<file path="src/design/stalta_pkg.sv">
package stalta_pkg;

    // fixed field widths
    localparam int SUM_W   = 37;
    localparam int LONG_W  = 13;
    localparam int SHORT_W = 11;
    localparam int GAP_W   = 12;
    localparam int POS_W   = 16;
    localparam int RATIO_W = 32;

    // product and divider widths
    localparam int NUM_W     = SUM_W + LONG_W;        // |short| * long_len
    localparam int DEN_W     = SUM_W - 1 + SHORT_W + 1; // long * short_len, room to spare
    localparam int DIVD_W    = NUM_W + 16;            // numerator scaled to Q16.16
    localparam int DIV_STEPS = DIVD_W;

    // register map
    localparam int REG_ADDR_W = 4;
    typedef enum logic [1:0] {
        REG_LONG_LEN  = 2'd0,
        REG_SHORT_LEN = 2'd1,
        REG_GAP_LEN   = 2'd2,
        REG_NONE      = 2'd3
    } reg_index_t;

    localparam logic [LONG_W-1:0]  LONG_LEN_RST  = LONG_W'(1000);
    localparam logic [SHORT_W-1:0] SHORT_LEN_RST = SHORT_W'(100);
    localparam logic [GAP_W-1:0]   GAP_LEN_RST   = '0;

    localparam logic [RATIO_W-1:0] RATIO_MAX = {1'b0, {(RATIO_W-1){1'b1}}};
    localparam logic [RATIO_W-1:0] RATIO_MIN = {1'b1, {(RATIO_W-1){1'b0}}};

    // configuration as seen by the front
    typedef struct packed {
        logic [LONG_W-1:0]  long_len;
        logic [SHORT_W-1:0] short_len;
        logic [GAP_W-1:0]   gap_len;
    } cfg_t;

    // work item handed from front to back
    typedef struct packed {
        logic signed [SUM_W-1:0] short_sum;
        logic signed [SUM_W-1:0] long_sum;
        logic [LONG_W-1:0]       lw;
        logic [SHORT_W-1:0]      sw;
        logic [POS_W-1:0]        position;
    } job_t;

endpackage

</file>
<file path="src/design/stalta_fifo.sv">
module stalta_fifo (
    input  logic             clk,
    input  logic             rst_n,
    input  logic             wr_valid,
    output logic             wr_ready,
    input  stalta_pkg::job_t wr_data,
    output logic             rd_valid,
    input  logic             rd_ready,
    output stalta_pkg::job_t rd_data
);
    stalta_pkg::job_t slot_reg [2];
    logic             wp_reg, rp_reg;
    logic [1:0]       count_reg;
    logic             push, pop;

    assign wr_ready = (count_reg != 2'd2);
    assign rd_valid = (count_reg != 2'd0);
    assign rd_data  = slot_reg[rp_reg];
    assign push     = wr_valid && wr_ready;
    assign pop      = rd_valid && rd_ready;

    // payload slots
    always_ff @(posedge clk)
    begin
        if (push)
        begin
            slot_reg[wp_reg] <= wr_data;
        end
    end

    // pointers and fill count
    always_ff @(posedge clk or negedge rst_n)
    begin
        if (!rst_n)
        begin
            wp_reg    <= 1'b0;
            rp_reg    <= 1'b0;
            count_reg <= '0;
        end
        else
        begin
            if (push)
            begin
                wp_reg <= ~wp_reg;
            end
            if (pop)
            begin
                rp_reg <= ~rp_reg;
            end
            count_reg <= count_reg + 2'(push) - 2'(pop);
        end
    end
endmodule

</file>
<file path="config.mk">
export PLATFORM = sky130hd
export DESIGN_NAME = stalta_fifo
export DESIGN_NICKNAME = d
export VERILOG_FILES = /design/src/design/stalta_pkg.sv /design/src/design/stalta_fifo.sv
export SDC_FILE = /design/constraint.sdc
export NUM_CORES = 1
export LEC_CHECK = 0
export ABC_AREA = 1
export BUFFER_PORTS_ARGS = -buffer_cell sky130_fd_sc_hd__buf_4
export CAP_MARGIN = 10
export CELL_PAD_IN_SITES_DETAIL_PLACEMENT = 0
export CELL_PAD_IN_SITES_GLOBAL_PLACEMENT = 2
export CORE_AREA = 3 3 170 172
export DETAILED_ROUTE_END_ITERATION = 12
export DIE_AREA = 0 0 173 175
export PLACE_DENSITY_LB_ADDON = 0.12
export SETUP_SLACK_MARGIN = 0.5
export SYNTH_ARGS = -nofsm -noshare
export SYNTH_HDL_FRONTEND = slang
export SYNTH_SLANG_ARGS = --single-unit
</file>
<file path="constraint.sdc">
create_clock -name clk -period 5.85 [get_ports clk]
set_input_delay 1.17 -clock clk [delete_from_list [all_inputs] [get_ports clk]]
set_output_delay 1.17 -clock clk [all_outputs]
set_load 0.02 [all_outputs]
</file>
Word-level counts from Yosys, hierarchy flattened
Memory sizes are Yosys's and may differ from the RTL's.
Cells that the tools add are included.
{"block": "classes", "reduce_logical": 3, "muxes": 2, "add_sub_neg": 2, "bitwise_logic": 2, "eq_ne": 1}
{"op": "2-bit by 1-bit adder with 2-bit output", "n": 1}
{"op": "1-bit logical AND", "n": 2}
{"op": "1-bit two-way mux", "n": 2}
{"op": "2-bit != test (second input constant)", "n": 1}
{"op": "1-bit inverter", "n": 2}
{"op": "2-bit nonzero test", "n": 1}
{"op": "2-bit by 1-bit subtractor with 2-bit output", "n": 1}
{"block": "totals", "output_inout_bits": 116, "ff_bits": 4, "ram_bits": 228, "mem_count": 1, "in_bits": 118, "elab_cells": 14}
{"memory": "slot_reg", "depth": 2, "word_bits": 114, "read_ports": 1, "rd_clocked_by_memory_dff": 0, "write_ports": 1, "line": "stalta_fifo.sv:11", "rtl": "stalta_pkg::job_t slot_reg [2];"}

Depth between registers and ports, before layout
{"block": "depth", "ltp_word": 4, "ltp_mapped": 10, "depth_no_buf": 10}

Least setup slack after synthesis
No wires, ideal clock.
{"block": "synth_timing", "path_type": "input port to flip-flop", "start": "input wr_valid", "end": "memory slot_reg[1][0] (netlist bit) (enable)", "setup_time_ns": 0.588, "arrival_ns": 6.003, "t_required_ns": 5.262, "slack_ns": -0.742, "cell_stages": 2, "path_buffers": 0, "cell_sequence": "nand2_1 nor2_1"}
{"block": "synth_between", "elab_chain_len": 3}
{"element": "start: declaration", "line": "stalta_fifo.sv:4", "rtl": "input logic wr_valid,"}
{"element": "1-bit logical AND", "line": "stalta_fifo.sv:19", "rtl": "assign push = wr_valid && wr_ready;"}
{"element": "1-bit two-way mux", "line": "stalta_fifo.sv:25", "rtl": "if (push)"}
{"element": "1-bit two-way mux (implied by the code)", "line": "stalta_fifo.sv:27", "rtl": "slot_reg[wp_reg] <= wr_data;"}
{"element": "end: declaration", "line": "stalta_fifo.sv:11"}
Every way passes these cells.

==> impl_metrics.env <==
export IMPL_run_status="finished clean"
export IMPL_synth_cell_types=11
export IMPL_antenna_found_initial=0
export IMPL_critPathMaxFanout=85
export IMPL_grt_max_degree=86
export IMPL_remaining_drc_errors=0
export IMPL_cts_clk_slew_worst_paths_ps=60
export IMPL_nFillCells=2662
export IMPL_drive_gt1_share_pct=31.5
export IMPL_crit_required_ps=4680
export IMPL_swShare_pct=36.0
export IMPL_dieArea_um2=30300
export IMPL_drv_cap=0
export IMPL_grt_pass1_vias=5464
export IMPL_hold_path_class="in -> async"
export IMPL_clkPwrFrac_pct=24.3
export IMPL_hold_violations=0
export IMPL_start_util_pct=30.9
export IMPL_largest_reg_flops=228
export IMPL_grt_overflow=0
export IMPL_setup_viol=0
export IMPL_postCtsSetupBuffers=0
export IMPL_cp_arrival_ps=2840
export IMPL_dpl_cell_area_um2=10600
export IMPL_via_count=5221
export IMPL_numCtsBuffers=26
export IMPL_cts_max_level=1
export IMPL_cts_root_buf="clkbuf_16"
export IMPL_rows=61
export IMPL_seq_power_share_pct=39.2
export IMPL_cts_tree="yes"
export IMPL_drtPass1Iterations=5
export IMPL_nets=988
export IMPL_syn_area_um2=8530
export IMPL_cts_repair_resized=0
export IMPL_ios=234
export IMPL_clock_path_buffers=3
export IMPL_synth_area_per_cell_um2=13.6
export IMPL_post_route_period_util_pct=68.5
export IMPL_relSlewSlack_pct=37.3
export IMPL_p_sw_mw=2.21
export IMPL_tns_ps=0
export IMPL_pre_cts_ws_ps=2230
export IMPL_yosys_warnings=0
export IMPL_grt_pass1_wl_um=30700
export IMPL_syn2layout_area_growth_pct=34.1
export IMPL_cp_start_kind="flop"
export IMPL_hpwl_um=13100
export IMPL_worst_pin_slew_ps=940
export IMPL_netlist_instances=627
export IMPL_slew_viol_final=0
export IMPL_powerDensity_nw_per_um2=537
export IMPL_clk_latency_ps=510
export IMPL_critPathKind="reg -> out"
export IMPL_drt_vias_per_instance=4.12
export IMPL_die_h_um=175
export IMPL_yosysSeqAreaShare_pct=81.4
export IMPL_fin_skew_ps=12.6
export IMPL_design_area_um2=11400
export IMPL_period_needed_ps=4010
export IMPL_die_w_um=173
export IMPL_fmax_mhz=250
export IMPL_leakage_nw=4.83
export IMPL_globalplace_congestion=0.712
export IMPL_wire_per_inst_um=15.9
export IMPL_cts_sinks=232
export IMPL_final_util_pct=41.4
export IMPL_syn_nets=747
export IMPL_ys_ff_latch=232
export IMPL_cp_end_kind="primary output"
export IMPL_core_area_um2=27600
export IMPL_irDropWorstVdd_v=0.000326
export IMPL_ant_nets=0
export IMPL_p_int_mw=3.93
export IMPL_layout_setup_ws_ps=1840
export IMPL_io_buffers=233
export IMPL_track_usage_pct=12.8
export IMPL_drtIter0Drc=273
export IMPL_routed_wl_um=20200
export IMPL_cts_hold_buf=0
export IMPL_combPwrFrac_pct=36.5
export IMPL_rsz0062_at_grt="no"
## cell type report
cell class	instances	area, um^2	area share, %
flip-flops and latches	232	6950	60.8
repair buffers	238	1790	15.6
multi-input cells	361	1380	12.1
clock buffers	37	753	6.58
well taps	378	473	4.13
clock inverters	11	52.6	0.459
inverters	9	38.8	0.339
diodes	1	2.50	0.0219
## worst max-delay path: stages, from the launching register on
cell and delay, ps:
dfrtp_4 710, inv_4 770, buf_4 470, nand2_1 90
nand2_1 90, buf_4 150
## cells in the final DEF (no fill, tap or decap)
master	n
clkinv_2	6
dfrtp_4	1
nand2_1	355
inv_1	7
nand3_1	3
clkbuf_1	6
clkbuf_16	27
diode_2	1
dfrtp_1	3
nor2_4	1
edfxtp_1	228
clkbuf_8	4
clkinvlp_4	1
clkinv_1	4
buf_4	238
inv_4	2
ha_1	2
## path summary, 6_finish.rpt
path                               from              end  slack [ps]  cells after the start
max                              rp_reg      rd_data[96]        1840                      5
min reg2reg                      wp_reg           wp_reg         480                      2
min                               rst_n     count_reg[0]         450                      1
min in group clk                 wp_reg           wp_reg         480                      2
max in group asynchronous         rst_n           rp_reg        5270                      1
max reg2reg                count_reg[1]  slot_reg[0][19]        3340                      4
## power by group through the flow
stage | clock network [mW] | logic [mW] | registers, mW
6_report | 1.50 | 2.24 | 2.41
5_1_grt | 1.61 | 2.47 | 2.45
4_1_cts | 1.55 | 2.31 | 2.42
3_5_place_dp | 0 | 2.31 | 2.45
3_3_place_gp | 0 | 2.30 | 2.44
2_1_floorplan | 0 | 1.36 | 2.40
## through the flow
stage	hold slack [ps]	cells	total power, mW
after floorplan	442	627	3.76
after global placement	455	1218	4.74
after detailed placement	471	1218	4.76
after CTS	415	1266	6.28
after global routing	424	1266	6.52
final	445	1267	6.14
## Yosys cell counts
master	n	area share (%)
nand2_1	355	16
edfxtp_1	228	80
buf_2	16	0.94
inv_1	8	0.35
buf_6	7	0.92
dfrtp_1	4	1.2
nand3_1	3	0.18
buf_4	2	0.18
ha_1	2	0.29
inv_4	1	0.073
nor2_1	1	0.044
## metal layers
layer	share of wire [%]	vias up	GRT usage, %
li1	-	2593	-
met1	42	2428	15.9
met2	48	171	21.6
met3	8.3	29	4.45
met4	1.6	0	3.01
met5	0	-	0
## cells by family (layout without fill, tap and decap cells)
kind of cell | Yosys count | after routing | synth area share [%]
buffers and inverters | 34 | 295 | 2.46
flip-flops | 232 | 232 | 81.4
adder cells (fa/ha/maj) | 2 | 2 | 0.293
other | 0 | 1 | 0
AND/OR/NAND/NOR | 359 | 359 | 15.8
(Power assumes the default switching activity.)
