<file path="src/design/stalta_pkg.sv">
package stalta_pkg;

    // fixed field widths
    localparam int SUM_W   = 37;
    localparam int LONG_W  = 13;
    localparam int SHORT_W = 11;
    localparam int GAP_W   = 12;
    localparam int POS_W   = 16;
    localparam int RATIO_W = 32;

    // product and divider widths
    localparam int NUM_W     = SUM_W + LONG_W;        // |short| * long_len
    localparam int DEN_W     = SUM_W - 1 + SHORT_W + 1; // long * short_len, room to spare
    localparam int DIVD_W    = NUM_W + 16;            // numerator scaled to Q16.16
    localparam int DIV_STEPS = DIVD_W;

    // register map
    localparam int REG_ADDR_W = 4;
    typedef enum logic [1:0] {
        REG_LONG_LEN  = 2'd0,
        REG_SHORT_LEN = 2'd1,
        REG_GAP_LEN   = 2'd2,
        REG_NONE      = 2'd3
    } reg_index_t;

    localparam logic [LONG_W-1:0]  LONG_LEN_RST  = LONG_W'(1000);
    localparam logic [SHORT_W-1:0] SHORT_LEN_RST = SHORT_W'(100);
    localparam logic [GAP_W-1:0]   GAP_LEN_RST   = '0;

    localparam logic [RATIO_W-1:0] RATIO_MAX = {1'b0, {(RATIO_W-1){1'b1}}};
    localparam logic [RATIO_W-1:0] RATIO_MIN = {1'b1, {(RATIO_W-1){1'b0}}};

    // configuration as seen by the front
    typedef struct packed {
        logic [LONG_W-1:0]  long_len;
        logic [SHORT_W-1:0] short_len;
        logic [GAP_W-1:0]   gap_len;
    } cfg_t;

    // work item handed from front to back
    typedef struct packed {
        logic signed [SUM_W-1:0] short_sum;
        logic signed [SUM_W-1:0] long_sum;
        logic [LONG_W-1:0]       lw;
        logic [SHORT_W-1:0]      sw;
        logic [POS_W-1:0]        position;
    } job_t;

endpackage

</file>
<file path="src/design/stalta_back.sv">
module stalta_back (
    input  logic                                  clk,
    input  logic                                  rst_n,
    input  logic                                  job_valid,
    output logic                                  job_ready,
    input  stalta_pkg::job_t                      job,
    output logic                                  out_valid,
    input  logic                                  out_ready,
    output logic signed [stalta_pkg::RATIO_W-1:0] out_ratio,
    output logic [stalta_pkg::POS_W-1:0]          out_position,
    output logic                                  out_np
);
    localparam int NW = stalta_pkg::NUM_W;
    localparam int BW = stalta_pkg::DEN_W;
    localparam int VW = stalta_pkg::DIVD_W;
    localparam int RW = stalta_pkg::RATIO_W;
    localparam int SW = stalta_pkg::SUM_W;
    localparam int CW = $clog2(stalta_pkg::DIV_STEPS + 1);

    typedef enum logic [2:0] {B_IDLE, B_MUL, B_CHK, B_DIV, B_OUT} bstate_t;

    bstate_t                       state_reg;
    logic                          neg_reg, np_reg, sat_reg;
    logic [SW-1:0]                 abs_reg;
    logic [SW-2:0]                 lsum_reg;
    logic [stalta_pkg::LONG_W-1:0]  lw_reg;
    logic [stalta_pkg::SHORT_W-1:0] sw_reg;
    logic [stalta_pkg::POS_W-1:0]  pos_reg;
    logic [NW-1:0]                 a_reg;
    logic [BW-1:0]                 b_reg;
    logic [VW-1:0]                 n_reg;
    logic [BW-1:0]                 rem_reg;
    logic [RW-1:0]                 q_reg;
    logic [CW-1:0]                 cnt_reg;
    logic                          out_valid_reg;
    logic [RW-1:0]                 ratio_reg;
    logic [stalta_pkg::POS_W-1:0]  pos_out_reg;
    logic                          np_out_reg;

    logic [BW:0]   rem_sh;
    logic          take;
    logic          out_free;
    logic [RW-1:0] result;

    // one restoring division step
    always_comb
    begin
        rem_sh   = {rem_reg, n_reg[VW-1]};
        take     = rem_sh >= {1'b0, b_reg};
        out_free = !out_valid_reg || out_ready;
        if (np_reg)
        begin
            result = '0;
        end
        else if (sat_reg)
        begin
            result = neg_reg ? stalta_pkg::RATIO_MIN : stalta_pkg::RATIO_MAX;
        end
        else
        begin
            result = neg_reg ? (RW'(0) - q_reg) : q_reg;
        end
    end

    assign job_ready    = (state_reg == B_IDLE);
    assign out_valid    = out_valid_reg;
    assign out_ratio    = ratio_reg;
    assign out_position = pos_out_reg;
    assign out_np       = np_out_reg;

    // result register and output payload
    always_ff @(posedge clk)
    begin
        if (state_reg == B_OUT && out_free)
        begin
            ratio_reg   <= result;
            pos_out_reg <= pos_reg;
            np_out_reg  <= np_reg;
        end
    end

    // multiply, range check, divide, hand over
    always_ff @(posedge clk or negedge rst_n)
    begin
        if (!rst_n)
        begin
            state_reg     <= B_IDLE;
            out_valid_reg <= 1'b0;
            neg_reg       <= 1'b0;
            np_reg        <= 1'b0;
            sat_reg       <= 1'b0;
            cnt_reg       <= '0;
        end
        else
        begin
            if (out_valid_reg && out_ready)
            begin
                out_valid_reg <= 1'b0;
            end
            unique case (state_reg)
                B_IDLE:
                begin
                    if (job_valid)
                    begin
                        neg_reg  <= job.short_sum[SW-1];
                        abs_reg  <= job.short_sum[SW-1] ? (SW'(0) - job.short_sum) : job.short_sum;
                        lsum_reg <= job.long_sum[SW-2:0];
                        lw_reg   <= job.lw;
                        sw_reg   <= job.sw;
                        pos_reg  <= job.position;
                        np_reg   <= job.long_sum[SW-1] || (job.long_sum == '0);
                        sat_reg  <= 1'b0;
                        state_reg <= (job.long_sum[SW-1] || (job.long_sum == '0)) ? B_OUT : B_MUL;
                    end
                end
                B_MUL:
                begin
                    a_reg     <= NW'(abs_reg) * NW'(lw_reg);
                    b_reg     <= BW'(lsum_reg) * BW'(sw_reg);
                    state_reg <= B_CHK;
                end
                B_CHK:
                begin
                    // integer part of 32768 or more saturates
                    if ({15'b0, a_reg} >= {2'b0, b_reg, 15'b0})
                    begin
                        sat_reg   <= 1'b1;
                        state_reg <= B_OUT;
                    end
                    else
                    begin
                        n_reg     <= {a_reg, 16'b0};
                        rem_reg   <= '0;
                        q_reg     <= '0;
                        cnt_reg   <= CW'(stalta_pkg::DIV_STEPS);
                        state_reg <= B_DIV;
                    end
                end
                B_DIV:
                begin
                    n_reg   <= {n_reg[VW-2:0], 1'b0};
                    rem_reg <= take ? BW'(rem_sh - {1'b0, b_reg}) : rem_sh[BW-1:0];
                    q_reg   <= {q_reg[RW-2:0], take};
                    cnt_reg <= cnt_reg - CW'(1);
                    if (cnt_reg == CW'(1))
                    begin
                        state_reg <= B_OUT;
                    end
                end
                B_OUT:
                begin
                    if (out_free)
                    begin
                        out_valid_reg <= 1'b1;
                        state_reg     <= B_IDLE;
                    end
                end
                default:
                begin
                    state_reg <= B_IDLE;
                end
            endcase
        end
    end
endmodule

</file>
<file path="config.mk">
export PLATFORM = sky130hd
export DESIGN_NAME = stalta_back
export DESIGN_NICKNAME = d
export VERILOG_FILES = /design/src/design/stalta_pkg.sv /design/src/design/stalta_back.sv
export SDC_FILE = /design/constraint.sdc
export NUM_CORES = 2
export LEC_CHECK = 0
export BUFFER_PORTS_ARGS = -buffer_cell sky130_fd_sc_hd__buf_4
export CELL_PAD_IN_SITES_DETAIL_PLACEMENT = 0
export CELL_PAD_IN_SITES_GLOBAL_PLACEMENT = 1
export CORE_MARGIN = 2
export CORE_UTILIZATION = 51
export CTS_CLUSTER_SIZE = 12
export DETAILED_ROUTE_END_ITERATION = 10
export GPL_ROUTABILITY_DRIVEN = 0
export PLACE_DENSITY = 0.79
export SYNTH_ARGS = -nofsm -noshare
export SYNTH_HDL_FRONTEND = slang
export SYNTH_SLANG_ARGS = --single-unit
</file>
<file path="constraint.sdc">
create_clock -name clk -period 10.8 [get_ports clk]
set_input_delay 2.16 -clock clk [delete_from_list [all_inputs] [get_ports clk]]
set_output_delay 2.16 -clock clk [all_outputs]
set_load 0.02 [all_outputs]
</file>
After elaboration in Yosys (flattened, before gate mapping)
Index checks and enable logic that the tools add are counted.
{ "totals": {"regBits": 419, "output_inout_bits": 51, "elab_cells": 79} }
{ "op_classes": {"add_sub_neg": 4, "mul": 2, "magnitude_cmp": 2, "eq_ne": 10, "muxes": 25, "n_reduce_logical": 16} }
{ "op_table": {"columns": ["operator", "n"], "rows": [
  ["one-hot mux 66 bit (2 select lines)", 1],
  ["2-to-1 mux 32 bit", 4],
  ["2-to-1 mux 48 bit", 2],
  ["one-hot mux 48 bit (2 select lines)", 1],
  ["2-to-1 mux 66 bit", 1],
  ["one-hot mux 32 bit (2 select lines)", 1],
  [">= comparator 50 x 62 -> 1 bit", 1],
  ["multiplier 37 x 13 -> 50 bit", 1],
  [">= comparator 49 x 47 -> 1 bit", 1],
  ["subtractor 48 x 47 -> 48 bit", 1],
  ["multiplier 36 x 11 -> 47 bit", 1],
  ["zero test 37 bit", 1],
  ["subtractor 1 x 37 -> 37 bit, first input constant", 1],
  ["2-to-1 mux 36 bit", 1],
  ["subtractor 1 x 32 -> 32 bit, first input constant", 1],
  ["2-to-1 mux 3 bit", 5],
  ["one-hot mux 3 bit (5 select lines)", 1],
  ["one-hot mux 7 bit (2 select lines)", 1],
  ["AND reduction 3 bit", 4],
  ["inequality test 2 bit, second input constant", 5],
  ["== test 7 x 1 -> 1 bit, second input constant", 1],
  ["2-to-1 mux 7 bit", 1],
  ["subtractor 7 x 1 -> 7 bit, second input constant", 1],
  ["== test 3 x 2 -> 1 bit, second input constant", 2],
  ["10 further kinds", 19]
]} }

Depth between registers and ports, before layout
{ "logic_depth": {"depth_word": 5, "depth_mapped": 24, "ltp_nobuf": 22} }

Worst setup path before layout
Ideal clock, no wire load.
{ "synth_timing": {"path_kind": "in2reg", "start": "in rst_n", "end": "reg a_reg[0] (enable)", "arrival_ns": 8.772, "required_ns": 10.128, "slack_ns": 1.356, "cell_stages": 2, "n_path_buf": 0, "cell_sequence": "nand2_1 nor3_1"} }
{ "synth_via": {"elab_chain_cells": 1} }
{ "synth_rtl": {"columns": ["element", "line_no", "source"], "rows": [
  ["from (decl)", "stalta_back.sv:3", "input logic rst_n,"],
  ["AND reduction 2 bit (no line)", null, null],
  ["to (signal assigned)", "stalta_back.sv:118", "a_reg <= NW'(abs_reg) * NW'(lw_reg);"],
  ["to (decl)", "stalta_back.sv:29", "logic [NW-1:0] a_reg;"]
]} }
No other way between the ends.
A chain may end at the register's enable or synchronous reset.

Final worst setup path
{ "layout_timing": {"start": "reg lw_reg[8] (netlist name)", "end": "reg a_reg[44], data pin"} }
{ "layout_via": {"elab_chain_cells": 1} }
{ "layout_rtl": {"columns": ["element", "line_no", "source"], "rows": [
  ["from (decl)", "stalta_back.sv:26", "logic [stalta_pkg::LONG_W-1:0] lw_reg;"],
  ["from (signal assigned)", "stalta_back.sv:108", "lw_reg <= job.lw;"],
  ["multiplier 37 x 13 -> 50 bit", "stalta_back.sv:118", null]
]} }
No other way between the ends.

==> impl_metrics.yaml <==
synth:
  synthFlopType: "edfxtp_1"
  yosysMostFrequentCell: "nand2_1"
  synth.top_cell.area_share_pct: 29.8
  synth_area_leaders: "fa_1 (30%), edfxtp_1 (25%), ha_1 (7.2%)"
  netlist.top_cell.by_area: "fa_1"
  ys_types: 84
  yosys_register_bits: 403
  synth.cell_area_um2: 46500
  yosysWarnings: 0
  synth-edff-count: 389
  async_reset_ff_share_pct: 3.47
  syn_avg_cell_area_um2: 9.71
  synth_seq_area_share_pct: 25.9
  synth_cells: 4786
  synth_common_cells: "nand2_1 (832), inv_1 (749), fa_1 (691)"
  synth.net_count: 5861
sta:
  slew_viol_final: 0
  tns_ns: 0
  hold_slack_ns: 0.417
  period_share_pct: 67.8
  finalClockSkew_ns: 0.0318
  max_freq_mhz: 137
  maxSlewHeadroom_pct: 31.9
  rsz0062_at_grt: "no"
  setup_ws_ns: 3.47
  fin_crit_ns: 7.33
  hold_violations: 0
  worstMarginPinSlew_ns: 1.02
  setup_viol: 0
clock_network:
  cts.path.max_buffers: 3
  cts-root-buf: "clkbuf_16"
  cts_buffers: 49
  post-cts-setup-buffers: 0
  htree_levels: 2
  tritoncts: "yes"
  clk_latency_ns: 0.64
  clkTransAtPathRegs_ns: 0.06
  clock-sinks: 403
  ctsResizeCount: 0
  ctsHoldBuffers: 0
die:
  die_width_um: 306
  dieArea_um2: 93500
  start_util_pct: 51.5
  row_count: 110
  design.portCount: 169
  die_y_um: 306
  core_um2: 90100
critical_path:
  cp_cell_sequence: "buf_4, nand2_1, fa_1, inv_1, fa_1, fa_1, fa_1, inv_1, fa_1, inv_1, ha_1, a21oi_1, o21ai_0, a311oi_1, o21bai_1, a211oi_1, o21ai_1, a2111oi_0, nor3b_1, a21boi_0, xnor2_1"
  critPathMaxFanout: 37
  max_stage_delay_ns: 0.62
  worstReg2RegStart: "lw_reg[8]"
  cpLargestDelayFamily: "adder cells"
  cp-end-kind: "flop"
  critical_path.slowest_cell: "a211oi_1"
  worstPathRequired_ns: 11.17
  cp-start-kind: "flop"
  cp_num_buf_inv: 4
  arrival_ns: 7.70
  startpoint: "lw_reg[8]"
  critPathKind: "reg2reg"
  critical_path.most_common_cell: "fa_1"
cells_and_area:
  drive_gt1_share_pct: 6.80
  final_nets: 5877
  finalNonFillerCells: 6018
  area_growth_pct: 8.20
detailed_routing:
  ant_nets: 0
  top_layer: "met5"
  route.detailed.drc: 0
  met1Wirelength_um: 49600
  first_pass_iters: 5
  routedWlPerCell_um: 18.3
  via_per_inst: 5.44
  via_count: 32755
  wl_met2_um: 50900
  drt-initial-drc-count: 2017
  wl_um: 110000
  wl_met3_um: 6420
place:
  dpl.hpwl_um: 83600
  io_buffers: 168
  place_inst: 5927
  pre_cts_slack_ns: 3.62
worst_hold_path:
  hold_class: "reg2reg"
  min_from: "pos_reg[14]"
grt:
  grt_max_degree: 86
  grt_overflow: 0
  antenna_found_initial: 3
  grt_usage_pct: 24.4
  grt_pass1_vias: 34065
  grt_pass1_wl_um: 182000
flow_run:
  maxCapViolations: 0
outcome:
  status: "completed"
==> worst paths after layout <==
kind / cells after the start / slack, ns / end
max reg2reg: 21 / 3.47 / a_reg[44]
min: 0 / 0.42 / out_position[14]
min in group asynchronous: 1 / 1.40 / cnt_reg[0]
min reg2reg: 0 / 0.42 / out_position[14]
max: 21 / 3.47 / a_reg[44]
max in group asynchronous: 1 / 9.20 / cnt_reg[6]
==> per-layer routing <==
metal	vias to the layer above	track usage, %
li1	15271	-
met2	824	38.9
met4	2	7.03
met1	16481	34.5
met5	-	0
met3	177	3.99
==> layout make-up <==
type                    instances  area, um2
well taps                    1176       1470
diodes                          1       2.50
flip-flops and latches        403      12000
clock inverters                29        400
multi-input cells            3394      30700
inverters                     749       2810
repair buffers                205       1540
fillers                      8112      39900
clock buffers                  61       1300
==> cell usage in the layout, fill, tap and decap left out, drive strengths merged, types with 28 or more instances in the layout <==
master,count
and2,354
buf,205
xor2,60
inv,751
xnor2,113
edfxtp,389
nand2,832
o21ai,104
nand4,28
nor3,38
ha,266
nor2,208
mux2i,43
nand3,38
clkbuf,61
fa,691
a21o,91
a21oi,162
nor2b,30
==> logic make-up (layout without fill, tap and decap cells) <==
| kind of cell | after synthesis | count (layout) | synth area share [%] |
|---|---|---|---|
| mux | 44 | 44 | 0.951 |
| buf+inv | 989 | 1044 | 8.12 |
| simple gates | 1656 | 1656 | 16.8 |
| flops | 403 | 403 | 25.9 |
| other cells | 0 | 1 | 0 |
| compound gates | 564 | 564 | 8.04 |
| fa+ha+maj | 957 | 957 | 36.9 |
| xor+xnor | 173 | 173 | 3.26 |
==> stage by stage <==
step / utilization, % / cell area (um2)
3_5_place_dp: 53.9 / 48600
3_3_place_gp: 53.9 / 48600
6_report: 55.8 / 50300
2_1_floorplan: - / 46500
4_1_cts: 55.7 / 50300
5_1_grt: 55.8 / 50300
Power is not shown: default switching activity piles up to over one toggle a cycle in this logic, so the estimate is an artifact.
